[src/design/two_channel_waveform_generator_core_assert.svh]
// assertion helpers shared by the generator modules
// every user has clk and rst_n in scope
`ifndef TWO_CHANNEL_WAVEFORM_GENERATOR_CORE_ASSERT_SVH
`define TWO_CHANNEL_WAVEFORM_GENERATOR_CORE_ASSERT_SVH

// condition implies consequence in the same cycle
`define TCWG_ASSERT_IMPLY(lbl, ante, cons) \
  lbl: assert property (@(posedge clk) disable iff (!rst_n) (ante) |-> (cons)) \
    else $error("tcwg check failed");

// condition implies consequence in the next cycle
`define TCWG_ASSERT_NEXT(lbl, ante, cons) \
  lbl: assert property (@(posedge clk) disable iff (!rst_n) (ante) |=> (cons)) \
    else $error("tcwg check failed");

// condition must never be seen
`define TCWG_ASSERT_NEVER(lbl, cond) \
  lbl: assert property (@(posedge clk) disable iff (!rst_n) !(cond)) \
    else $error("tcwg check failed");

`endif

[src/design/tcwg_pkg.sv]
package tcwg_pkg;

  typedef enum logic [1:0] {
    WAVE_SQUARE   = 2'd0,
    WAVE_TRIANGLE = 2'd1,
    WAVE_SINE     = 2'd2,
    WAVE_OFF      = 2'd3
  } wave_t;

  // register indexes of the write port
  localparam logic [2:0] REG_STEP_L   = 3'd0;
  localparam logic [2:0] REG_STEP_R   = 3'd1;
  localparam logic [2:0] REG_OFFSET_L = 3'd2;
  localparam logic [2:0] REG_OFFSET_R = 3'd3;
  localparam logic [2:0] REG_AMP_L    = 3'd4;
  localparam logic [2:0] REG_AMP_R    = 3'd5;
  localparam logic [2:0] REG_WAVE_L   = 3'd6;
  localparam logic [2:0] REG_WAVE_R   = 3'd7;

  localparam logic [30:0] STEP_RESET = 31'd2118123;
  localparam logic [6:0]  AMP_RESET  = 7'd80;
  localparam logic [7:0]  MID        = 8'h7f;

  // quarter-wave table entries are fractions of full scale
  localparam int          SINE_W    = 15;
  localparam logic [14:0] SINE_FULL = 15'd32767;
  localparam logic [22:0] SINE_BASE = 23'd4161409;  // mid times full scale

  // q30 coefficients of the odd sine polynomial
  localparam logic [30:0] SIN_C1 = 31'd1686629713;
  localparam logic [30:0] SIN_C3 = 31'd693598668;
  localparam logic [30:0] SIN_C5 = 31'd85569306;
  localparam logic [30:0] SIN_C7 = 31'd5026995;
  localparam logic [30:0] SIN_C9 = 31'd172272;

  localparam int QUEUE_DEPTH = 4;
  localparam int QPTR_W      = 2;

  typedef struct packed {
    logic [1:0][30:0] step;
    logic [1:0][31:0] offset;
    logic [1:0][6:0]  amp;
    wave_t [1:0]      wave;
  } cfg_t;

  typedef enum logic [3:0] {
    FS_SQR,
    FS_C9,
    FS_C7,
    FS_C5,
    FS_C3,
    FS_C1,
    FS_SCALE,
    FS_WRITE,
    FS_DONE
  } fill_state_t;

endpackage

[src/design/tcwg_queue.sv]
module tcwg_queue
  import tcwg_pkg::*;
#(
  parameter int W = 33
) (
  input  logic         clk,
  input  logic         rst_n,
  input  logic         push,
  input  logic [W-1:0] push_data,
  input  logic         pop,
  output logic [W-1:0] pop_data,
  output logic         empty,
  output logic         full
);

  logic [W-1:0]      entry_r [QUEUE_DEPTH];
  logic [QPTR_W-1:0] wr_ptr_r, wr_ptr_nxt;
  logic [QPTR_W-1:0] rd_ptr_r, rd_ptr_nxt;
  logic [QPTR_W:0]   count_r, count_nxt;

  assign empty    = (count_r == '0);
  assign full     = (count_r == (QPTR_W + 1)'(QUEUE_DEPTH));
  assign pop_data = entry_r[rd_ptr_r];

  always_comb begin
    wr_ptr_nxt = push ? wr_ptr_r + 1'b1 : wr_ptr_r;
    rd_ptr_nxt = pop ? rd_ptr_r + 1'b1 : rd_ptr_r;
    count_nxt  = count_r;
    if (push && !pop) begin
      count_nxt = count_r + 1'b1;
    end else if (pop && !push) begin
      count_nxt = count_r - 1'b1;
    end
  end

  always_ff @(posedge clk) begin
    if (!rst_n) begin
      wr_ptr_r <= '0;
      rd_ptr_r <= '0;
      count_r  <= '0;
    end else begin
      wr_ptr_r <= wr_ptr_nxt;
      rd_ptr_r <= rd_ptr_nxt;
      count_r  <= count_nxt;
    end
  end

  always_ff @(posedge clk) begin
    if (push) begin
      entry_r[wr_ptr_r] <= push_data;
    end
  end

`include "two_channel_waveform_generator_core_assert.svh"

  `TCWG_ASSERT_NEVER(a_q_overflow, push && full && !pop)
  `TCWG_ASSERT_NEVER(a_q_underflow, pop && empty)

endmodule

[config.mk]
export PLATFORM = sky130hd
export DESIGN_NAME = tcwg_queue
export DESIGN_NICKNAME = d
export VERILOG_FILES = /design/src/design/tcwg_pkg.sv /design/src/design/tcwg_queue.sv
export VERILOG_INCLUDE_DIRS = /design/src /design/src/design
export SDC_FILE = /design/constraint.sdc
export NUM_CORES = 1
export LEC_CHECK = 0
export BUFFER_PORTS_ARGS = -buffer_cell sky130_fd_sc_hd__buf_2
export CAP_MARGIN = 25
export CORE_MARGIN = 2
export CORE_UTILIZATION = 61
export DETAILED_ROUTE_END_ITERATION = 16
export HOLD_SLACK_MARGIN = 0.12
export PLACE_DENSITY = 0.91
export SYNTH_ARGS = -nofsm -noshare
export SYNTH_HDL_FRONTEND = slang
export SYNTH_SLANG_ARGS = --single-unit
export TNS_END_PERCENT = 20
[constraint.sdc]
create_clock -name clk -period 3.9 [get_ports clk]
set_input_delay 0.585 -clock clk [delete_from_list [all_inputs] [get_ports clk]]
set_output_delay 0.585 -clock clk [all_outputs]
set_load 0.05 [all_outputs]
==> reports/qor.yml <==
ctsHoldBuffers: 0
worstPathMaxFanout: 16
placementRows: 33
avgSynthCellArea_um2: 24.3
fillers: 466
fin_crit_sh_pct: 74.8
cts_resized: 0
critPathSlowestCell: "dfxtp_2"
drive_above_1_share_pct: 44.7
vias: 2419
drt_iter0_markers: 150
place_area_mm2: 0.00567
worst_slew_pin_slew_ns: 0.910
cp-start-kind: "register"
gp_congestion: 0.680
die_x_um: 96.8
grt_start_max_net_pins: 34
die_y_um: 96.8
slew_viol_final: 0
sw_frac_of_total_pct: 26.4
rsz0062_at_grt: "no"
cts_inserted_buffers: 17
finalInstanceArea_mm2: 0.00622
power_frac_clock_pct: 39.3
syn_nets: 259
dieArea_mm2: 0.00937
critPathKind: "reg2out"
dp_slack_ns: 1.47
crit_chain: "buf_4 > mux4_2 > buf_2"
detail_route.first_pass.iterations: 4
peakVddDrop_v: 0.000357
tritoncts: "done"
netlist_instances: 216
clkTransAtPathRegs_ns: 0.06
coreArea_mm2: 0.00830
ant_nets: 0
dp_hpwl_um: 5160
relSlewSlack_pct: 39.3
area_delta_synth_final_pct: 18.5
track_usage_pct: 20.8
layout_commonest_cell: "edfxtp_1"
clk_latency_ns: 0.51
cap_violations: 0
leakage_nw: 2.16
port_buffers: 71
critPathRequiredTime_ns: 3.31
finalWirelength_um: 9050
p_per_area_mw_per_mm2: 599
internal_power_w: 0.00274
power_frac_seq_pct: 47.9
fin_crit_ns: 2.92
post_drt_via_cell_ratio: 5.79
skew_ns: 0.00648
yosysSeqAreaShare_pct: 78.9
setup_viol: 0
start_util_pct: 63.3
antenna_found_initial: 1
synth_area_mm2: 0.00525
drc: 0
pin_count: 72
cp_data_arrival_time_ns: 2.33
layout_common_cells: "edfxtp_1, buf_2, mux4_2, clkbuf_16, dfxtp_1"
wire_per_inst_um: 21.7
hold_viol_final: 0
clock-sinks: 141
yosysUniqueCellTypes: 22
final_nets: 343
yosysWarnings: 0
cts.path.max_buffers: 2
fin_util_pct: 75.0
combPwrFrac_pct: 12.8
first_global_vias: 2570
min_path_type: "in2reg"
slowest_delay_ns: 0.68
worst_slack_ns: 0.984
grt_pass1_wl_um: 14100
synth_seq_cells: 141
netSwitchingPower_w: 0.000983
grt-ovfl-total: 0
htreeDepth: 4
end_kind: "primary output"
outcome: "finished, final reports clean"
fmax_ghz: 0.343
post_cts_buffers: 0
fin_tns_setup_ns: 0
diodes: 0
root_buffer: "clkbuf_8"
[synth_stat cells]
cell type	n	area [um^2]
a21boi_0	1	7.51
and2_1	9	56.3
buf_12	3	60.1
buf_2	3	15.0
buf_6	1	11.3
clkbuf_1	1	3.75
dfxtp_1	9	180
edfxtp_1	132	3960
fa_1	1	20.0
ha_1	5	62.6
inv_1	4	15.0
mux2i_1	2	20.0
mux4_1	3	78.8
mux4_2	30	676
nand2_1	1	3.75
nor2b_1	2	12.5
nor3_1	1	5.00
nor3b_1	1	7.51
o21ai_0	1	5.00
or3_1	1	6.26
xnor2_1	2	17.5
xor2_1	3	26.3
[power groups by stage]
stage	Combinational [W]	Clock [W]	Sequential, W
detailed placement	0.000480	0	0.00181
global route	0.000503	0.00155	0.00179
global placement	0.000469	0	0.00181
finish	0.000479	0.00146	0.00178
floorplan	0.000396	0	0.00178
CTS	0.000484	0.00148	0.00179
[final cells by class]
class                      instances  area (um^2)  area share (%)
clock inverter                    15          138            2.21
clock buffer                      17          414            6.65
timing repair buffer              73          370            5.95
multi-input combinational         63         1010            16.2
inverter                           4         15.0           0.241
tap                              105          131            2.11
sequential                       141         4150            66.6
[state kept, by name, indices dropped and copies added (netlist names), named ones only]
name	flops
count_r	3
entry_r	132
rd_ptr_r	2
wr_ptr_r	2
[worst max-delay path, delay by kind of cell (launching register included)]
kind | cells | cell delay (ns)
buffers and inverters | 2 | 0.58
multiplexers | 1 | 0.56
flip-flops | 1 | 0.68
[cell families (layout without fill, tap and decap cells)]
group / count (synthesis) / in the layout / synth area share (%)
compound gates: 2 / 2 / 0.238
buf+inv: 12 / 109 / 2.00
flops: 141 / 141 / 78.9
simple gates: 15 / 15 / 1.74
fa+ha+maj: 6 / 6 / 1.57
xor+xnor: 5 / 5 / 0.834
mux: 35 / 35 / 14.7
[path summary, 6_finish.rpt]
path	depth (start not counted)	slack (ns)	startpoint	endpoint
setup / recovery	3	0.98	register	pop_data[8]
hold / removal	1	0.29	push_data[0]	entry_r[2][0]
setup reg to reg	3	2.18	wr_ptr_r[1]	entry_r[1][25]
hold reg to reg	2	0.55	count_r[2]	count_r[2]
[through the flow]
step,hold slack (ns),instances,power [W]
after floorplan,0.472,216,0.00218
after global placement,0.483,386,0.00228
after detailed placement,0.552,386,0.00229
after CTS,0.272,418,0.00375
after global routing,0.266,418,0.00385
final,0.292,418,0.00373
[layer usage]
layer | vias up | track usage [%] | wire length [um]
li1 | 1071 | - | -
met1 | 1230 | 25.7 | 3640
met2 | 96 | 32.8 | 4590
met3 | 20 | 7.88 | 594
met4 | 2 | 9.86 | 223
met5 | - | 0 | 11
Power figures use the tool's default switching activity.
