**src/design/two_channel_waveform_generator_core_assert.svh**
```systemverilog
// assertion helpers shared by the generator modules
// every user has clk and rst_n in scope
`ifndef TWO_CHANNEL_WAVEFORM_GENERATOR_CORE_ASSERT_SVH
`define TWO_CHANNEL_WAVEFORM_GENERATOR_CORE_ASSERT_SVH

// condition implies consequence in the same cycle
`define TCWG_ASSERT_IMPLY(lbl, ante, cons) \
  lbl: assert property (@(posedge clk) disable iff (!rst_n) (ante) |-> (cons)) \
    else $error("tcwg check failed");

// condition implies consequence in the next cycle
`define TCWG_ASSERT_NEXT(lbl, ante, cons) \
  lbl: assert property (@(posedge clk) disable iff (!rst_n) (ante) |=> (cons)) \
    else $error("tcwg check failed");

// condition must never be seen
`define TCWG_ASSERT_NEVER(lbl, cond) \
  lbl: assert property (@(posedge clk) disable iff (!rst_n) !(cond)) \
    else $error("tcwg check failed");

`endif

```
**src/design/tcwg_pkg.sv**
```systemverilog
package tcwg_pkg;

  typedef enum logic [1:0] {
    WAVE_SQUARE   = 2'd0,
    WAVE_TRIANGLE = 2'd1,
    WAVE_SINE     = 2'd2,
    WAVE_OFF      = 2'd3
  } wave_t;

  // register indexes of the write port
  localparam logic [2:0] REG_STEP_L   = 3'd0;
  localparam logic [2:0] REG_STEP_R   = 3'd1;
  localparam logic [2:0] REG_OFFSET_L = 3'd2;
  localparam logic [2:0] REG_OFFSET_R = 3'd3;
  localparam logic [2:0] REG_AMP_L    = 3'd4;
  localparam logic [2:0] REG_AMP_R    = 3'd5;
  localparam logic [2:0] REG_WAVE_L   = 3'd6;
  localparam logic [2:0] REG_WAVE_R   = 3'd7;

  localparam logic [30:0] STEP_RESET = 31'd2118123;
  localparam logic [6:0]  AMP_RESET  = 7'd80;
  localparam logic [7:0]  MID        = 8'h7f;

  // quarter-wave table entries are fractions of full scale
  localparam int          SINE_W    = 15;
  localparam logic [14:0] SINE_FULL = 15'd32767;
  localparam logic [22:0] SINE_BASE = 23'd4161409;  // mid times full scale

  // q30 coefficients of the odd sine polynomial
  localparam logic [30:0] SIN_C1 = 31'd1686629713;
  localparam logic [30:0] SIN_C3 = 31'd693598668;
  localparam logic [30:0] SIN_C5 = 31'd85569306;
  localparam logic [30:0] SIN_C7 = 31'd5026995;
  localparam logic [30:0] SIN_C9 = 31'd172272;

  localparam int QUEUE_DEPTH = 4;
  localparam int QPTR_W      = 2;

  typedef struct packed {
    logic [1:0][30:0] step;
    logic [1:0][31:0] offset;
    logic [1:0][6:0]  amp;
    wave_t [1:0]      wave;
  } cfg_t;

  typedef enum logic [3:0] {
    FS_SQR,
    FS_C9,
    FS_C7,
    FS_C5,
    FS_C3,
    FS_C1,
    FS_SCALE,
    FS_WRITE,
    FS_DONE
  } fill_state_t;

endpackage

```
**src/design/tcwg_front.sv**
```systemverilog
module tcwg_front
  import tcwg_pkg::*;
#(
  parameter int PHASE_BITS = 32
) (
  input  logic              clk,
  input  logic              rst_n,
  input  cfg_t              cfg,
  input  logic              rom_ready,
  input  logic              in_valid,
  input  logic              in_channel,
  output logic              in_stall,
  input  logic              q_full,
  output logic              push,
  output logic [PHASE_BITS:0] push_data
);

  localparam int WIDE  = (PHASE_BITS > 32) ? PHASE_BITS : 32;
  localparam int SH_UP = (PHASE_BITS >= 32) ? PHASE_BITS - 32 : 0;
  localparam int SH_DN = (PHASE_BITS < 32) ? 32 - PHASE_BITS : 0;

  logic [PHASE_BITS-1:0] acc_r [2];
  logic [PHASE_BITS-1:0] acc_nxt;
  logic [WIDE-1:0]       step_w;
  logic [PHASE_BITS-1:0] step_al;

  // step registers are in 2^-32 units, move them to accumulator units
  assign step_w  = WIDE'({1'b0, cfg.step[in_channel]});
  assign step_al = PHASE_BITS'((step_w << SH_UP) >> SH_DN);
  assign acc_nxt = acc_r[in_channel] + step_al;

  assign in_stall  = q_full || !rom_ready;
  assign push      = in_valid && !in_stall;
  assign push_data = {in_channel, acc_nxt};

  always_ff @(posedge clk) begin
    if (!rst_n) begin
      acc_r[0] <= '0;
      acc_r[1] <= '0;
    end else if (push) begin
      acc_r[in_channel] <= acc_nxt;
    end
  end

endmodule

```
**config.mk**
```make
export PLATFORM = sky130hd
export DESIGN_NAME = tcwg_front
export DESIGN_NICKNAME = d
export VERILOG_FILES = /design/src/design/two_channel_waveform_generator_core_assert.svh /design/src/design/tcwg_pkg.sv /design/src/design/tcwg_front.sv
export SDC_FILE = /design/constraint.sdc
export NUM_CORES = 1
export LEC_CHECK = 0
export BUFFER_PORTS_ARGS = -buffer_cell sky130_fd_sc_hd__buf_2
export CELL_PAD_IN_SITES_DETAIL_PLACEMENT = 0
export CELL_PAD_IN_SITES_GLOBAL_PLACEMENT = 2
export CORE_ASPECT_RATIO = 1.2
export CORE_MARGIN = 3
export CORE_UTILIZATION = 29
export CTS_CLUSTER_DIAMETER = 40
export DETAILED_ROUTE_END_ITERATION = 12
export PLACE_DENSITY = 0.76
export SLEW_MARGIN = 0
export SYNTH_ARGS = -nofsm -noshare
export SYNTH_HDL_FRONTEND = slang
export SYNTH_SLANG_ARGS = --single-unit
```
**constraint.sdc**
```tcl
create_clock -name clk -period 7.2 [get_ports clk]
set_input_delay 1.8 -clock clk [delete_from_list [all_inputs] [get_ports clk]]
set_output_delay 1.8 -clock clk [all_outputs]
set_load 0.01 [all_outputs]
```
==> results of run 1 <==
[layer usage]
metal / global-route usage (%) / part of all wire, % / wire [um]
met5: 0 / 0 / 0
met2: 24.9 / 51 / 6340
met1: 17.5 / 44 / 5450
met3: 2.37 / 3.7 / 459
met4: 4.55 / 1.7 / 207
[cell usage in the layout (no fill, tap or decap), types with 2 or more instances in the layout]
master and instances:
nor4_1 3, clkbuf_1 3, and2_1 8, inv_1 31
a21boi_1 2, a21o_1 4, o2111ai_1 2, ha_1 31
nand2_1 31, and3_1 6, buf_2 102, buf_4 3
xnor2_1 10, o21ai_0 18, o21ai_1 6, bufinv_16 2
edfxtp_1 64, mux2_2 62, o211ai_1 2, nand4_1 2
a21oi_1 36, xor2_1 20, nand3_1 4, o21bai_1 5
nor2b_1 4, nor2_1 79, a221oi_1 2, o21a_1 4
clkbuf_16 9, nand2b_1 2, a21oi_2 2, nor3_1 7
a31oi_1 3
[through the flow]
step | instance area, sq um | cells | util [%]
after floorplan | 4850 | 490 | -
after global placement | 5590 | 791 | 34.2
after detailed placement | 5590 | 791 | 34.2
after CTS | 5900 | 807 | 36.1
after global routing | 5900 | 807 | 36.1
final | 5900 | 807 | 36.1
[worst min path at each step]
stage                        end  slack, ns
floorplan           acc_r[0][31]       0.58
detailed placement  acc_r[1][31]       0.62
CTS                 acc_r[1][31]       0.63
global placement    acc_r[0][31]       0.60
global route        acc_r[1][31]       0.65
finish              acc_r[1][31]       0.63
[power by group]
| group | total, mW | internal, mW | leakage, nW | switching [mW] |
|---|---|---|---|---|
| logic | 0.429 | 0.169 | 1.75 | 0.259 |
| registers | 0.433 | 0.429 | 0.664 | 0.00399 |
| clock network | 0.453 | 0.301 | 0.148 | 0.152 |
| total | 1.31 | 0.900 | 2.56 | 0.415 |
[final cells by class]
type	count	area, sq um
sequential	64	1920
multi-input combinational	378	2740
clock buffer	12	236
tap	212	265
clock inverter	4	68.8
inverter	31	116
fill	1720	10400
timing repair buffer	106	553
[kinds of logic (layout without fill, tap and decap cells)]
family / Yosys count / after routing / share of synthesized area (%)
flip-flops: 64 / 64 / 39.6
AO/OA/AOI/OAI: 100 / 100 / 13.7
adder cells (fa/ha/maj): 32 / 32 / 8.41
XOR/XNOR: 31 / 31 / 5.75
AND/OR/NAND/NOR: 152 / 152 / 13.9
buffers and inverters: 48 / 153 / 4.00
multiplexers: 63 / 63 / 14.6
[critical path, cell delays in order]
cell	delay [ns]
buf_2	0.25
buf_4	0.39
mux2_2	0.40
ha_1	0.37
a21oi_1	0.26
o21ai_0	0.17
and3_1	0.19
a2111o_1	0.35
a31oi_2	0.26
xor2_1	0.26
buf_2	0.18
==> flow_metrics.env, run 1 <==
export IMPL_yosysMostFrequentCell="nor2_1"
export IMPL_cp_data_required_time_ns=5.40
export IMPL_chipHeight_um=148
export IMPL_rsz0062_at_grt="false"
export IMPL_syn_area_sq_mm=0.00485
export IMPL_hp_class="reg2reg"
export IMPL_syn_area_per_cell_sq_um=9.89
export IMPL_avgViaCountPerCell=4.86
export IMPL_finalCritPeriodShare_pct=93.1
export IMPL_hold_ws_ns=0.627
export IMPL_worstRegToRegCells=10
export IMPL_finalMaxSlewViolations=0
export IMPL_r2r_slack_ns=4.08
export IMPL_tns_ns=0
export IMPL_synthToLayoutAreaGrowth_pct=21.6
export IMPL_regMostFlops="acc_r"
export IMPL_grt_pass1_wl_um=20200
export IMPL_ys_ff_latch=64
export IMPL_skew_ns=0.00767
export IMPL_rows=51
export IMPL_cts_hold_buf=0
export IMPL_power_mw=1.31
export IMPL_largest_reg_flops=64
export IMPL_leakage_nw=2.56
export IMPL_cts_tree="built"
export IMPL_ant_nets=0
export IMPL_synth_top_cell_area_share_pct=39.6
export IMPL_cts_setup_buffers=0
export IMPL_wl_per_cell_um=15.4
export IMPL_diodes=0
export IMPL_timing_rr_end="acc_r[1][28]"
export IMPL_fmax_mhz=149
export IMPL_synth_flop_cell="edfxtp_1"
export IMPL_synth_edff_count=64
export IMPL_ys_top_cells_by_area="edfxtp_1 (40%), mux2_2 (14%), ha_1 (8.0%), nor2_1 (6.1%), a21oi_1 (3.7%)"
export IMPL_fin_crit_ns=6.70
export IMPL_worstMarginPinSlew_ns=0.874
export IMPL_critPathCaptureType="output port"
export IMPL_synth_cells=490
export IMPL_whs_path_depth=2
export IMPL_drtIter0Drc=145
export IMPL_drive_above_1_share_pct=33.1
export IMPL_finalSetupViolCount=0
export IMPL_port_buffers=102
export IMPL_synth_warnings=0
export IMPL_finalHoldViolCount=0
export IMPL_top_regs="acc_r (64)"
export IMPL_timing_rr_start="acc_r[1][0]"
export IMPL_die_area_sq_mm=0.0183
export IMPL_ys_types=55
export IMPL_coreArea_sq_mm=0.0163
export IMPL_grt_pass1_vias=4147
export IMPL_cts_root_buf="clkbuf_16"
export IMPL_critical_path_class="in2out"
export IMPL_antenna_found_initial=0
export IMPL_yosys_area_top_type="edfxtp_1"
export IMPL_h_tree_depth=3
export IMPL_worstPathMaxFanout=27
export IMPL_drc=0
export IMPL_synthArstFlopShare_pct=0
export IMPL_grt_ovfl_total=0
export IMPL_hpwlAfterDp_um=9530
export IMPL_status="finished, final reports clean"
export IMPL_num_io_pins=185
export IMPL_ctsLongestPathBuffers=2
export IMPL_min_from="acc_r[1][31]"
export IMPL_drt_pre_antenna_iters=5
export IMPL_fin_nets=772
export IMPL_grt_use_total_pct=14.2
export IMPL_synthesis_nets=672
export IMPL_clk_latency_ns=0.33
export IMPL_routed_via_count=3920
export IMPL_cp_start_kind="primary input"
export IMPL_arrival_ns=4.90
export IMPL_cts_buffers_inserted=9
export IMPL_grt_max_degree=33
export IMPL_ctsResizeCount=0
export IMPL_fin_ws_ns=0.497
export IMPL_cts_sinks=64
export IMPL_fp_dieW_um=124
export IMPL_cp_startpoint="in_channel"
export IMPL_yosys_top_cells_count="nor2_1 (79), edfxtp_1 (64), mux2_2 (62)"
export IMPL_slew_headroom_pct=41.5
export IMPL_start_util_pct=29.7
export IMPL_critPathCapture="push_data[31]"
export IMPL_wl_um=12500
export IMPL_irDropWorstVdd_uv=107
export IMPL_dp_slack_ns=0.446
export IMPL_clk_pin_slew_worst_paths_ns=0.05
export IMPL_place_congestion=0.847
export IMPL_cap_violations=0
export IMPL_yosysSeqAreaShare_pct=39.6
export IMPL_power_density_mw_per_mm2=223
No activity file was read; power rests on OpenSTA's default activity.
==> inputs of run 2 (changes only) <==
Settings changed: PLACE_DENSITY 0.76 to 0.88.
==> run 2 against run 1 <==
Global-route usage about the same. Utilization decreased by 0.084 points. Register-to-register slack improved by 0.03 ns. Count of clock-buffer cells in the layout decreased by 2. Largest cell class unchanged. Critical endpoint is now push_data[27]. First-iteration DRC count increased by 6.2%. Critical path type unchanged.
==> flow_metrics.env, run 2 (same netlist as run 1, synthesis figures left out) <==
export IMPL_status="finished, final reports clean"
export IMPL_wl_um=12700
export IMPL_num_io_pins=185
export IMPL_drtIter0Drc=154
export IMPL_coreArea_sq_mm=0.0163
export IMPL_whs_path_depth=2
export IMPL_min_from="acc_r[0][31]"
export IMPL_r2r_slack_ns=4.11
export IMPL_fp_dieW_um=124
export IMPL_leakage_nw=2.56
export IMPL_avgViaCountPerCell=4.82
export IMPL_chipHeight_um=148
export IMPL_grt_max_degree=36
export IMPL_finalCritPeriodShare_pct=93.9
export IMPL_largest_reg_flops=64
export IMPL_fmax_mhz=148
export IMPL_start_util_pct=29.7
export IMPL_cts_buffers_inserted=9
export IMPL_antenna_found_initial=0
export IMPL_hold_end="acc_r[0][31]"
export IMPL_hpwlAfterDp_um=9880
export IMPL_worstPathMaxFanout=21
export IMPL_drc=0
export IMPL_finalMaxSlewViolations=0
export IMPL_arrival_ns=4.96
export IMPL_worstRegToRegCells=10
export IMPL_cap_violations=0
export IMPL_ctsResizeCount=0
export IMPL_critPathCaptureType="output port"
export IMPL_final_common_cell="buf_2"
export IMPL_cts_tree="built"
export IMPL_grt_use_total_pct=14.2
export IMPL_synthToLayoutAreaGrowth_pct=21.3
export IMPL_clk_latency_ns=0.34
export IMPL_finalHoldViolCount=0
export IMPL_rsz0062_at_grt="false"
export IMPL_hp_class="reg2reg"
export IMPL_h_tree_depth=3
export IMPL_cts_setup_buffers=0
export IMPL_place_congestion=0.833
export IMPL_tns_ns=0
export IMPL_grt_pass1_wl_um=20200
export IMPL_clk_pin_slew_worst_paths_ns=0.05
export IMPL_skew_ns=0.00522
export IMPL_routed_via_count=3902
export IMPL_hold_ws_ns=0.630
export IMPL_top_regs="acc_r (64)"
export IMPL_cp_start_kind="primary input"
export IMPL_worstMarginPinSlew_ns=0.805
export IMPL_regMostFlops="acc_r"
export IMPL_irDropWorstVdd_uv=86.9
export IMPL_port_buffers=102
export IMPL_ant_nets=0
export IMPL_layout_common_cells="buf_2 (102), nor2_1 (79), edfxtp_1 (64), mux2_2 (62), a21oi_1 (36)"
export IMPL_slew_headroom_pct=46.2
export IMPL_timing_rr_start="acc_r[0][0]"
export IMPL_fin_crit_ns=6.76
export IMPL_cp_data_required_time_ns=5.40
export IMPL_drive_above_1_share_pct=33.0
export IMPL_die_area_sq_mm=0.0183
export IMPL_power_density_mw_per_mm2=218
export IMPL_ctsLongestPathBuffers=2
export IMPL_wl_per_cell_um=15.7
export IMPL_drt_pre_antenna_iters=4
export IMPL_cts_hold_buf=0
export IMPL_cts_sinks=64
export IMPL_fin_ws_ns=0.442
export IMPL_nFillCells=1751
export IMPL_critical_path_class="in2out"
export IMPL_finalSetupViolCount=0
export IMPL_grt_ovfl_total=0
export IMPL_power_mw=1.28
export IMPL_rows=51
export IMPL_dp_slack_ns=0.504
export IMPL_cts_root_buf="clkbuf_16"
export IMPL_timing_rr_end="acc_r[0][28]"
export IMPL_grt_pass1_vias=4077
export IMPL_final_core_util_pct=36.0
export IMPL_fin_nets=774
export IMPL_diodes=0
## run 2: cell types whose count changed in the layout (fill, tap and decap cells not counted), sizes merged
cell	before	now
clkinv	2	5
buf	106	108
bufinv	2	1
clkbuf	12	10
## run 2: worst max-delay path, cell delays in order
cell and delay (ns):
buf_2 0.20, buf_4 0.33, mux2_2 0.38, ha_1 0.41, nand2_1 0.18, nor4_2 0.64, nand3_1 0.18, nor2_1 0.12
a221oi_1 0.12, xnor2_1 0.36, inv_1 0.07, buf_2 0.15
## run 2: layer usage
layer | up-vias | share of wire [%] | GRT usage [%]
li1 | 1957 | - | -
met3 | 15 | 4.1 | 2.83
met4 | 0 | 1.6 | 4.05
met1 | 1849 | 44 | 17.3
met2 | 81 | 50 | 25.1
met5 | - | 0 | 0
## run 2: how the worst max path moves through the flow
| stage | start | endpoint | slack (ns) |
|---|---|---|---|
| after floorplan | in_channel | push_data[28] | 0.63 |
| after global placement | in_channel | push_data[27] | 0.52 |
| after detailed placement | in_channel | push_data[27] | 0.50 |
| after CTS | in_channel | push_data[27] | 0.41 |
| after global routing | in_channel | push_data[27] | 0.16 |
| final | in_channel | push_data[27] | 0.44 |
## run 2: metrics by stage
stage / instance area (sq um) / instances
floorplan: 4850 / 490
global placement: 5600 / 793
CTS: 5880 / 809
finish: 5880 / 809
global route: 5880 / 809
detailed placement: 5600 / 793
## run 2: power by group
part / switching, mW / internal [mW]
Clock: 0.158 / 0.262
Sequential: 0.00401 / 0.429
Combinational: 0.261 / 0.170
Total: 0.424 / 0.861
## run 2: cell type report
class	count	area (sq um)	share of cell area [%]
inverters	31	116	1.98
clock inverters	6	50.0	0.851
repair buffers	108	568	9.66
well taps	212	265	4.51
flip-flops and latches	64	1920	32.7
multi-input cells	378	2730	46.4
clock buffers	10	229	3.89
