**config.mk**
```make
export PLATFORM = sky130hd
export DESIGN_NAME = tcwg_back
export DESIGN_NICKNAME = d
export VERILOG_FILES = /design/src/design/two_channel_waveform_generator_core_assert.svh /design/src/design/tcwg_pkg.sv /design/src/design/tcwg_back.sv
export SDC_FILE = /design/constraint.sdc
export NUM_CORES = 1
export LEC_CHECK = 0
export BUFFER_PORTS_ARGS = -buffer_cell sky130_fd_sc_hd__buf_2
export CORE_ASPECT_RATIO = 1.4
export CORE_MARGIN = 4
export CORE_UTILIZATION = 57
export CTS_CLUSTER_SIZE = 40
export DETAILED_ROUTE_END_ITERATION = 10
export GPL_ROUTABILITY_DRIVEN = 0
export GPL_TIMING_DRIVEN = 0
export PLACE_DENSITY = 0.78
export SLEW_MARGIN = 20
export SYNTH_ARGS = -nofsm -noshare
export SYNTH_HDL_FRONTEND = slang
export SYNTH_SLANG_ARGS = --single-unit
```
**constraint.sdc**
```tcl
create_clock -name clk -period 6.2 [get_ports clk]
set_input_delay 0.31 -clock clk [delete_from_list [all_inputs] [get_ports clk]]
set_output_delay 0.31 -clock clk [all_outputs]
set_load 0.05 [all_outputs]
```
**src/design/two_channel_waveform_generator_core_assert.svh**
```systemverilog
// assertion helpers shared by the generator modules
// every user has clk and rst_n in scope
`ifndef TWO_CHANNEL_WAVEFORM_GENERATOR_CORE_ASSERT_SVH
`define TWO_CHANNEL_WAVEFORM_GENERATOR_CORE_ASSERT_SVH

// condition implies consequence in the same cycle
`define TCWG_ASSERT_IMPLY(lbl, ante, cons) \
  lbl: assert property (@(posedge clk) disable iff (!rst_n) (ante) |-> (cons)) \
    else $error("tcwg check failed");

// condition implies consequence in the next cycle
`define TCWG_ASSERT_NEXT(lbl, ante, cons) \
  lbl: assert property (@(posedge clk) disable iff (!rst_n) (ante) |=> (cons)) \
    else $error("tcwg check failed");

// condition must never be seen
`define TCWG_ASSERT_NEVER(lbl, cond) \
  lbl: assert property (@(posedge clk) disable iff (!rst_n) !(cond)) \
    else $error("tcwg check failed");

`endif

```
**src/design/tcwg_pkg.sv**
```systemverilog
package tcwg_pkg;

  typedef enum logic [1:0] {
    WAVE_SQUARE   = 2'd0,
    WAVE_TRIANGLE = 2'd1,
    WAVE_SINE     = 2'd2,
    WAVE_OFF      = 2'd3
  } wave_t;

  // register indexes of the write port
  localparam logic [2:0] REG_STEP_L   = 3'd0;
  localparam logic [2:0] REG_STEP_R   = 3'd1;
  localparam logic [2:0] REG_OFFSET_L = 3'd2;
  localparam logic [2:0] REG_OFFSET_R = 3'd3;
  localparam logic [2:0] REG_AMP_L    = 3'd4;
  localparam logic [2:0] REG_AMP_R    = 3'd5;
  localparam logic [2:0] REG_WAVE_L   = 3'd6;
  localparam logic [2:0] REG_WAVE_R   = 3'd7;

  localparam logic [30:0] STEP_RESET = 31'd2118123;
  localparam logic [6:0]  AMP_RESET  = 7'd80;
  localparam logic [7:0]  MID        = 8'h7f;

  // quarter-wave table entries are fractions of full scale
  localparam int          SINE_W    = 15;
  localparam logic [14:0] SINE_FULL = 15'd32767;
  localparam logic [22:0] SINE_BASE = 23'd4161409;  // mid times full scale

  // q30 coefficients of the odd sine polynomial
  localparam logic [30:0] SIN_C1 = 31'd1686629713;
  localparam logic [30:0] SIN_C3 = 31'd693598668;
  localparam logic [30:0] SIN_C5 = 31'd85569306;
  localparam logic [30:0] SIN_C7 = 31'd5026995;
  localparam logic [30:0] SIN_C9 = 31'd172272;

  localparam int QUEUE_DEPTH = 4;
  localparam int QPTR_W      = 2;

  typedef struct packed {
    logic [1:0][30:0] step;
    logic [1:0][31:0] offset;
    logic [1:0][6:0]  amp;
    wave_t [1:0]      wave;
  } cfg_t;

  typedef enum logic [3:0] {
    FS_SQR,
    FS_C9,
    FS_C7,
    FS_C5,
    FS_C3,
    FS_C1,
    FS_SCALE,
    FS_WRITE,
    FS_DONE
  } fill_state_t;

endpackage

```
**src/design/tcwg_back.sv**
```systemverilog
module tcwg_back
  import tcwg_pkg::*;
#(
  parameter int PHASE_BITS     = 32,
  parameter int SINE_ADDR_BITS = 10
) (
  input  logic                      clk,
  input  logic                      rst_n,
  input  cfg_t                      cfg,
  input  logic                      q_empty,
  input  logic [PHASE_BITS:0]       q_data,
  output logic                      q_pop,
  output logic                      rd_en,
  output logic [SINE_ADDR_BITS-2:0] rd_addr,
  input  logic [SINE_W-1:0]         rd_data,
  output logic                      out_valid,
  input  logic                      out_stall,
  output logic [7:0]                out_sample,
  output logic                      out_sample_channel
);

  localparam int PW    = PHASE_BITS;
  localparam int S     = SINE_ADDR_BITS;
  localparam int AW    = SINE_ADDR_BITS - 1;
  localparam int Q     = 1 << (SINE_ADDR_BITS - 2);
  localparam int TW    = PHASE_BITS + 7;
  localparam int WIDE  = (PHASE_BITS > 32) ? PHASE_BITS : 32;
  localparam int SH_UP = (PHASE_BITS >= 32) ? PHASE_BITS - 32 : 0;
  localparam int SH_DN = (PHASE_BITS < 32) ? 32 - PHASE_BITS : 0;

  logic adv;

  // stage 1: phase with offset
  logic          q_ch;
  logic [PW-1:0] q_acc;
  logic [WIDE-1:0] off_w;
  logic [PW-1:0] ph_nxt;
  logic          v1_r, ch1_r;
  wave_t         wave1_r;
  logic [6:0]    amp1_r;
  logic [PW-1:0] ph1_r;

  // stage 2: triangle distance and table address
  logic [1:0]    s_top;
  logic [PW-1:0] s_val, d_nxt;
  logic [S-1:0]  adr;
  logic [S-3:0]  k;
  logic          v2_r, ch2_r, top2_r, neg2_r;
  wave_t         wave2_r;
  logic [6:0]    amp2_r;
  logic [PW-1:0] d2_r;

  // stage 3: products
  logic          v3_r, ch3_r, top3_r, neg3_r;
  wave_t         wave3_r;
  logic [6:0]    amp3_r;
  logic [TW-1:0] tri3_r;
  logic [21:0]   sin3_r;

  // output register
  logic          out_valid_r, out_ch_r;
  logic [7:0]    out_sample_r, sample_nxt;
  logic [7:0]    term, tri_smp, sq_smp, q0, sin_smp;
  logic [22:0]   num;
  logic [15:0]   rem;

  assign adv   = !out_valid_r || !out_stall;
  assign q_pop = adv && !q_empty;
  assign rd_en = adv;

  assign q_ch   = q_data[PW];
  assign q_acc  = q_data[PW-1:0];
  assign off_w  = WIDE'(cfg.offset[q_ch]);
  assign ph_nxt = q_acc + PW'((off_w << SH_UP) >> SH_DN);

  // a quarter period only touches the top two phase bits
  assign s_top = ph1_r[PW-1:PW-2] + 2'd1;
  assign s_val = {s_top, ph1_r[PW-3:0]};
  assign d_nxt = s_val[PW-1] ? (~s_val + PW'(1)) : s_val;

  // quadrants 1 and 3 read the table mirrored
  assign adr     = ph1_r[PW-1:PW-S];
  assign k       = adr[S-3:0];
  assign rd_addr = adr[S-2] ? (AW'(Q) - AW'(k)) : AW'(k);

  assign term    = tri3_r[PW+5:PW-2];
  assign tri_smp = MID - {1'b0, amp3_r} + term;
  assign sq_smp  = top3_r ? MID - {1'b0, amp3_r} : MID + {1'b0, amp3_r};

  // divide by 2^15-1: high part plus one correction step
  assign num     = neg3_r ? SINE_BASE - 23'(sin3_r) : SINE_BASE + 23'(sin3_r);
  assign q0      = num[22:15];
  assign rem     = 16'(num[14:0]) + 16'(q0);
  assign sin_smp = (rem >= 16'(SINE_FULL)) ? q0 + 8'd1 : q0;

  always_comb begin
    case (wave3_r)
      WAVE_SQUARE:   sample_nxt = sq_smp;
      WAVE_TRIANGLE: sample_nxt = tri_smp;
      WAVE_SINE:     sample_nxt = sin_smp;
      WAVE_OFF:      sample_nxt = 8'd0;
      default:       sample_nxt = 8'd0;
    endcase
  end

  always_ff @(posedge clk) begin
    if (!rst_n) begin
      v1_r        <= 1'b0;
      v2_r        <= 1'b0;
      v3_r        <= 1'b0;
      out_valid_r <= 1'b0;
    end else if (adv) begin
      v1_r        <= q_pop;
      v2_r        <= v1_r;
      v3_r        <= v2_r;
      out_valid_r <= v3_r;
    end
  end

  always_ff @(posedge clk) begin
    if (adv) begin
      ch1_r   <= q_ch;
      wave1_r <= cfg.wave[q_ch];
      amp1_r  <= cfg.amp[q_ch];
      ph1_r   <= ph_nxt;

      ch2_r   <= ch1_r;
      wave2_r <= wave1_r;
      amp2_r  <= amp1_r;
      d2_r    <= d_nxt;
      top2_r  <= ph1_r[PW-1];
      neg2_r  <= adr[S-1];

      ch3_r   <= ch2_r;
      wave3_r <= wave2_r;
      amp3_r  <= amp2_r;
      top3_r  <= top2_r;
      neg3_r  <= neg2_r;
      tri3_r  <= TW'(amp2_r) * TW'(d2_r);
      sin3_r  <= 22'(amp2_r) * 22'(rd_data);

      out_ch_r     <= ch3_r;
      out_sample_r <= sample_nxt;
    end
  end

  assign out_valid          = out_valid_r;
  assign out_sample         = out_sample_r;
  assign out_sample_channel = out_ch_r;

endmodule

```
==> results.ini, run 1 <==
[run_status]
status=complete, no violations

[worst_setup_path]
r2r-start=amp2_r[5]$_DFFE_PN_
critPathLaunch=amp2_r[5]$_DFFE_PN_
crit_family=adder cells
r2r_slack_ns=0.25
critPathBufInv=3
cp_max_fo=10
critical_path_class=flop to flop
cp_common_cell=fa_1
slowest_delay_ns=0.62
worst_ep_required_time_ns=6.40
rr_worst_depth=17
crit_chain=clkbuf_2, clkbuf_4, nand2_1, fa_1, fa_1, fa_1, inv_1, fa_1, ha_1, and3_1, a221o_1, a2111oi_1, a2111oi_4, o211ai_1, o21ai_1, a21oi_1, xnor2_1
crit_end=tri3_r[37]$_DFFE_PN_
timing.rr.end=tri3_r[37]$_DFFE_PN_
start_kind=flop
cp.arrival_ns=6.15
cp-end-kind=flop
crit_cells=17
critPathSlowestCell=a2111oi_1

[clock_network]
clk_pin_slew_ns=0.06
cts_max_level=4
cts_max_path_buffers=2
cts_root_buf=clkbuf_16
cts_tree=done
cts_buffers=17
numClockSinks=139
clkLatencyLatePin_ns=0.45

[placement]
io_buffers=154
post-place-ws_ns=-0.602
hpwlAfterDp_um=36700

[logic_synthesis]
synth_area_leaders=fa_1 (23%), edfxtp_1 (22%), ha_1 (9.8%), inv_1 (6.1%), and2_1 (5.4%)
ys_warn_count=0
synth_edf_count=135
syn_area_um2=18600
synth-async-reset-ratio_pct=0
yosysTopAreaCell=fa_1
seq_area_frac_synth_pct=22.3
synth_area_per_cell_um2=9.37
synth-main-ff-cell=edfxtp_1
synthDominantCellAreaShare_pct=23.1
synth_nets=2536
synth-seq-cells=139
postSynthCellCount=1980
synth_cell_types=78

[grt]
met1_usage_pct=26.8
track_usage_pct=26.1
grt_max_degree=61
grtUsageMet3_pct=3.53
grtUsageMet2_pct=48.7
grt-busiest-layer=met2
grt_pass1_vias=16100
overflow=0
grt_pass1_wl_um=75400
antenna_found_initial=0

[detailed_routing]
drc=0
drt_pre_antenna_iters=5
vias_per_cell=5.79
num_vias=15100
ant_nets=0
avgRoutedWirePerCell_um=17.6
first_iter_violations=799
drt_wl_total_um=46000

[sta]
min_period_ns=5.95
tightest_slew_ns=0.992
fin_ws_ns=0.246
slew_headroom_pct=33.4
drv_slew=0
finalHoldViolCount=0
period_share_pct=96.0
fmax_mhz=168
fin_skew_ns=0.0105
setup_violations=0
rsz0062_at_grt=false

[floorplanning]
coreArea_um2=31900
start_util_pct=58.2
fp-row-count=77
io-pin-count=217
die_x_um=161
die_area_um2=35600
die_h_um=222

[layout]
drive_gt1_share_pct=13.0
n_antenna_cell=0
final_nets=2716
areaGrowthSynthToFinish_pct=11.1
fin_util_pct=64.7

[min_path]
hold_class=primary input to flop

[flow_run]
maxCapViolCount=0

-- worst min-delay path by stage --
| stage | from | end | slack (ns) | cells past startpoint |
|---|---|---|---|---|
| 2_1_floorplan | amp1_r[0]$_DFFE_PN_ | amp2_r[0]$_DFFE_PN_ | 0.40 | 0 |
| 3_3_place_gp | ch1_r$_DFFE_PN_ | ch2_r$_DFFE_PN_ | 0.40 | 0 |
| 3_5_place_dp | wave1_r[0]$_DFFE_PN_ | wave2_r[0]$_DFFE_PN_ | 0.41 | 0 |
| 4_1_cts | q_data[32] | ch1_r$_DFFE_PN_ | 0.04 | 1 |
| 5_1_grt | q_data[32] | ch1_r$_DFFE_PN_ | 0.05 | 1 |
| 6_report | q_data[32] | ch1_r$_DFFE_PN_ | 0.06 | 1 |
-- cell type report --
cell class	instances	area (um2)
Buffer	61	304
Tap cell	434	543
Clock inverter	14	159
Multi-Input combinational cell	1472	13000
Clock buffer	18	429
Inverter	305	1140
Sequential cell	139	4130
Timing Repair Buffer	164	886
Fill cell	2524	11300
-- worst reg2reg max path, stage by stage (launching register included) --
cell       delay [ns]
edfxtp_1         0.51
clkbuf_2         0.31
clkbuf_4         0.31
nand2_1          0.11
fa_1             0.53
fa_1             0.55
fa_1             0.55
inv_1            0.06
fa_1             0.49
ha_1             0.31
and3_1           0.20
a221o_1          0.35
a2111oi_1        0.62
a2111oi_4        0.12
o211ai_1         0.28
o21ai_1          0.14
a21oi_1          0.19
xnor2_1          0.09
-- cell families (layout without fill, tap and decap cells) --
family / count (synthesis) / in the layout / share of synthesized area (%)
simple gates: 639 / 639 / 17.6
flops: 139 / 139 / 22.3
mux: 49 / 49 / 2.92
fa+ha+maj: 360 / 360 / 32.9
buf+inv: 369 / 562 / 7.72
compound gates: 308 / 308 / 10.9
xor+xnor: 116 / 116 / 5.62
-- placed cells by master (no fill, tap or decap), types with 6 or more instances in the layout --
master / Yosys / final
o31ai_1: 9 / 9
xor2_1: 30 / 30
edfxtp_1: 135 / 135
mux2_2: 41 / 41
nand2_1: 233 / 232
a211o_1: 6 / 6
buf_4: 2 / 10
and4_1: 7 / 7
nor4_1: 8 / 8
or4_1: 6 / 6
a211oi_1: 15 / 15
a31oi_1: 10 / 10
clkbuf_2: 1 / 16
nand3b_1: 8 / 8
or3_1: 14 / 14
nand4_1: 16 / 16
nand3_1: 24 / 24
clkbuf_1: 52 / 33
a21o_1: 20 / 20
xnor2_1: 84 / 84
nor2b_1: 15 / 15
nor3_1: 27 / 27
buf_2: 3 / 158
inv_1: 304 / 304
ha_1: 146 / 146
a21oi_1: 81 / 81
o211ai_1: 13 / 13
nor2_1: 76 / 74
mux2i_1: 8 / 8
clkbuf_16: 0 / 17
and3_1: 6 / 6
o21ai_0: 67 / 66
and2_1: 159 / 159
o21a_1: 19 / 19
fa_1: 214 / 214
nand2b_1: 18 / 18
a21boi_0: 8 / 8
-- state kept, by name, summed over array words and instances, names as in the netlist, 2 cells and up --
name and count:
ph1_r 32, amp3_r 7, amp2_r 7, wave2_r 2, sin3_r 22, wave1_r 2, wave3_r 2, out_sample 8
d2_r 32, amp1_r 7, tri3_r 8
-- through the flow --
| step | cell area (um2) | setup TNS, ns | std cells | hold slack [ns] |
|---|---|---|---|---|
| after detailed placement | 19900 | -1.97 | 2570 | 0.405 |
| after global placement | 19900 | -6.56 | 2568 | 0.401 |
| final | 20600 | 0 | 2607 | 0.0597 |
| after floorplan | 18600 | 0 | 1980 | 0.400 |
| after global routing | 20600 | 0 | 2607 | 0.0536 |
| after CTS | 20600 | 0 | 2601 | 0.0412 |
-- cell usage after synthesis (all sizes together) (27+ instances only) --
| cell | instances |
|---|---|
| a21oi | 81 |
| and2 | 160 |
| clkbuf | 53 |
| edfxtp | 135 |
| fa | 214 |
| ha | 146 |
| inv | 304 |
| mux2 | 41 |
| nand2 | 233 |
| nor2 | 76 |
| nor3 | 27 |
| o21ai | 68 |
| xnor2 | 86 |
| xor2 | 30 |
-- routing by layer --
| layer | part of all wire [%] | routed length, um |
|---|---|---|
| met4 | 6.4 | 2930 |
| met5 | 0 | 0 |
| met2 | 53 | 24400 |
| met1 | 35 | 16300 |
| met3 | 5.2 | 2410 |
-- timing repair --
action,CTS,global route
endpoints found under the setup margin,7,4
setup buffers,1,7
cloned,0,0
resized for setup,19,7
pin swaps,1,1
endpoints found under the hold margin,0,0
hold buffers,0,0
Power of run 1 is left out: the tool's default activity adds up to more than one toggle a clock period on the data nets, which glitch-free logic cannot reach.
==> inputs of run 2 (changes only) <==
--- a/config.mk
+++ b/config.mk
@@ -5,6 +5,7 @@
 export SDC_FILE = /design/constraint.sdc
 export NUM_CORES = 1
 export LEC_CHECK = 0
+export ABC_AREA = 1
 export BUFFER_PORTS_ARGS = -buffer_cell sky130_fd_sc_hd__buf_2
 export CORE_ASPECT_RATIO = 1.4
 export CORE_MARGIN = 4
==> results.ini, run 2 <==
[sta]
rsz0062_at_grt=false
slew_headroom_pct=29.3  ; -4.1 points
finalHoldViolCount=0  ; unchanged
fmax_mhz=169  ; +0.63%
setup_violations=0  ; unchanged
drv_slew=0  ; unchanged
setup_tns_ns=0  ; unchanged
fin_skew_ns=0.00969  ; -0.000781 ns
period_share_pct=95.4  ; -0.60 points
tightest_slew_ns=1.06  ; +0.0687 ns
min_period_ns=5.92  ; -0.0374 ns

[floorplanning]
io-pin-count=217  ; unchanged
die_h_um=228  ; +2.9%
die_area_um2=37600  ; +5.8%
start_util_pct=57.7  ; -0.51 points
coreArea_um2=34100  ; +7.0%
fp-row-count=80  ; +3.9%
die_x_um=165  ; +2.9%

[worst_setup_path]
cp-end-kind=flop
r2r_slack_ns=0.28  ; +0.04 ns
critPathLaunch=amp2_r[4]$_DFFE_PN_
r2r-start=amp2_r[4]$_DFFE_PN_
critical_path_class=flop to flop
cp_max_fo=10  ; unchanged
cp.arrival_ns=6.19  ; +0.04 ns
worst_ep_required_time_ns=6.47  ; +0.07 ns
start_kind=flop

[placement]
dp_cells=3170  ; +23%
hpwlAfterDp_um=41200  ; +12%
io_buffers=154  ; unchanged

[clock_network]
numClockSinks=139  ; unchanged
cts_tree=done
cts_root_buf=clkbuf_16
cts_max_level=4  ; unchanged
cts_setup_buffers=0  ; -1
cts_buffers=17  ; unchanged
cts_max_path_buffers=2  ; unchanged
clk_pin_slew_ns=0.07  ; about the same
clkLatencyLatePin_ns=0.44  ; about the same

[logic_synthesis]
synth-main-ff-cell=edfxtp_1
synth_common_cells=nand2_1 (674), inv_1 (592), fa_1 (214)
ys_warn_count=0  ; unchanged
synth_area_per_cell_um2=7.68  ; -18%
postSynthCellCount=2563  ; +29%
syn_area_um2=19700  ; +6.1%
synth-async-reset-ratio_pct=0  ; unchanged
yosysTopAreaCell=fa_1
synth_area_leaders=fa_1 (22%), edfxtp_1 (21%), nand2_1 (13%), inv_1 (11%), ha_1 (9.3%)
synth_nets=3119  ; +23%
synthDominantCellAreaShare_pct=21.8  ; -1.3 points
seq_area_frac_synth_pct=21.0  ; -1.3 points
synth_edf_count=135  ; unchanged
synth-seq-cells=139  ; unchanged
synth_cell_types=54  ; -31%
synth_most_common_cell=nand2_1

[layout]
layout.cells.non_filler=3203  ; +23%
layout_commonest_cell=nand2_1
areaGrowthSynthToFinish_pct=9.93
layout_common_cells=nand2_1 (673), inv_1 (592), fa_1 (214)
final_nets=3294  ; +21%
drive_gt1_share_pct=10.3  ; -2.7 points
top_regs=d2_r (32), ph1_r (32), sin3_r (22)

[detailed_routing]
ant_nets=0  ; unchanged
first_iter_violations=1216  ; +52%
drt_pre_antenna_iters=6  ; +1
drt_wl_total_um=50100  ; +8.8%
avgRoutedWirePerCell_um=15.6  ; -11%
vias_per_cell=5.38  ; -6.9%
drc=0  ; unchanged
num_vias=17200  ; +14%

[grt]
track_usage_pct=26.8  ; +0.79 points
grt-busiest-layer=met2
grtUsageMet3_pct=3.25  ; -0.28 points
overflow=0  ; unchanged
grtUsageMet2_pct=48.5  ; -0.21 points
grt_pass1_vias=17800  ; +11%
antenna_found_initial=2  ; +2
grt_max_degree=61  ; unchanged
grt_pass1_wl_um=81500  ; +8.1%
met1_usage_pct=29.2  ; +2.4 points

[min_path]
hold_class=primary input to flop
hold_start=q_data[32]

[run_status]
status=complete, no violations

[flow_run]
maxCapViolCount=0  ; unchanged

run 2: changes by cell type in the layout (fill, tap and decap cells not counted), moves of 18 or more:
cell / before / now
a21oi_1: 81 / 112
and2_1: 159 / 2
inv_1: 304 / 592
nand2_1: 232 / 673
nand2b_1: 18 / 0
nand3_1: 24 / 90
nor2_1: 74 / 148
xnor2_1: 84 / 27
xor2_1: 30 / 77
run 2: path summary, 6_finish.rpt:
path | depth (start not counted) | end
max | 18 | sin3_r[16]$_DFFE_PN_
min | 1 | ch1_r$_DFFE_PN_
max reg2reg | 18 | sin3_r[16]$_DFFE_PN_
min reg2reg | 0 | ch2_r$_DFFE_PN_
run 2: logic make-up after synthesis:
family          count (synthesis)  share of synthesized area, %
buf+inv                       647                          12.4
xor+xnor                      104                          4.63
compound gates                249                          7.05
flops                         139                          21.0
simple gates                 1023                          21.6
fa+ha+maj                     360                          31.0
mux                            41                          2.34
run 2: what timing repair did:
item | 4_1_cts | 5_1_grt
resized for setup | 1 | 13
hold buffers | 0 | 0
endpoints found under the setup margin | 1 | 8
run 2: metal layers:
| metal | vias to the layer above | routed length (um) | share of wire (%) |
|---|---|---|---|
| met5 | - | 13 | 0.026 |
| met4 | 2 | 3420 | 6.8 |
| met3 | 197 | 2990 | 6.0 |
| met2 | 724 | 25600 | 51 |
| met1 | 8052 | 18100 | 36 |
| li1 | 8271 | - | - |
run 2: critical path, cell delays in order, from the launching register on:
cell and delay, ns:
edfxtp_1 0.39, clkbuf_1 0.57, clkbuf_2 0.50, nand2_1 0.12, fa_1 0.50, inv_1 0.06
fa_1 0.50, fa_1 0.53, fa_1 0.51, ha_1 0.39, nand2_1 0.09, o21ai_0 0.17
a21oi_1 0.10, o21ai_0 0.45, a31oi_1 0.21, o21ai_0 0.30, nand2_1 0.08, nand2_1 0.08
xor2_1 0.20
run 2: cell type report:
type                            count  area [um2]
Multi-Input combinational cell   1777       13100
Clock inverter                     15         128
Clock buffer                       17         425
Antenna cell                        1        2.50
Fill cell                        2859       12500
Sequential cell                   139        4130
Inverter                          598        2240
Tap cell                          451         564
Timing Repair Buffer              156         818
Buffer                             49         204
run 2: per-stage QoR:
step | hold WS [ns] | util, % | setup slack (ns) | instance area, um2
3_3_place_gp | 0.402 | 61.6 | 0.120 | 21000
2_1_floorplan | 0.400 | - | 0.791 | 19700
3_5_place_dp | 0.405 | 61.8 | 0.0516 | 21100
6_report | 0.0655 | 63.4 | 0.283 | 21600
5_1_grt | 0.0608 | 63.4 | 0.000838 | 21600
4_1_cts | 0.0564 | 63.4 | 0.0658 | 21600
Power of run 2 is left out for the same reason.
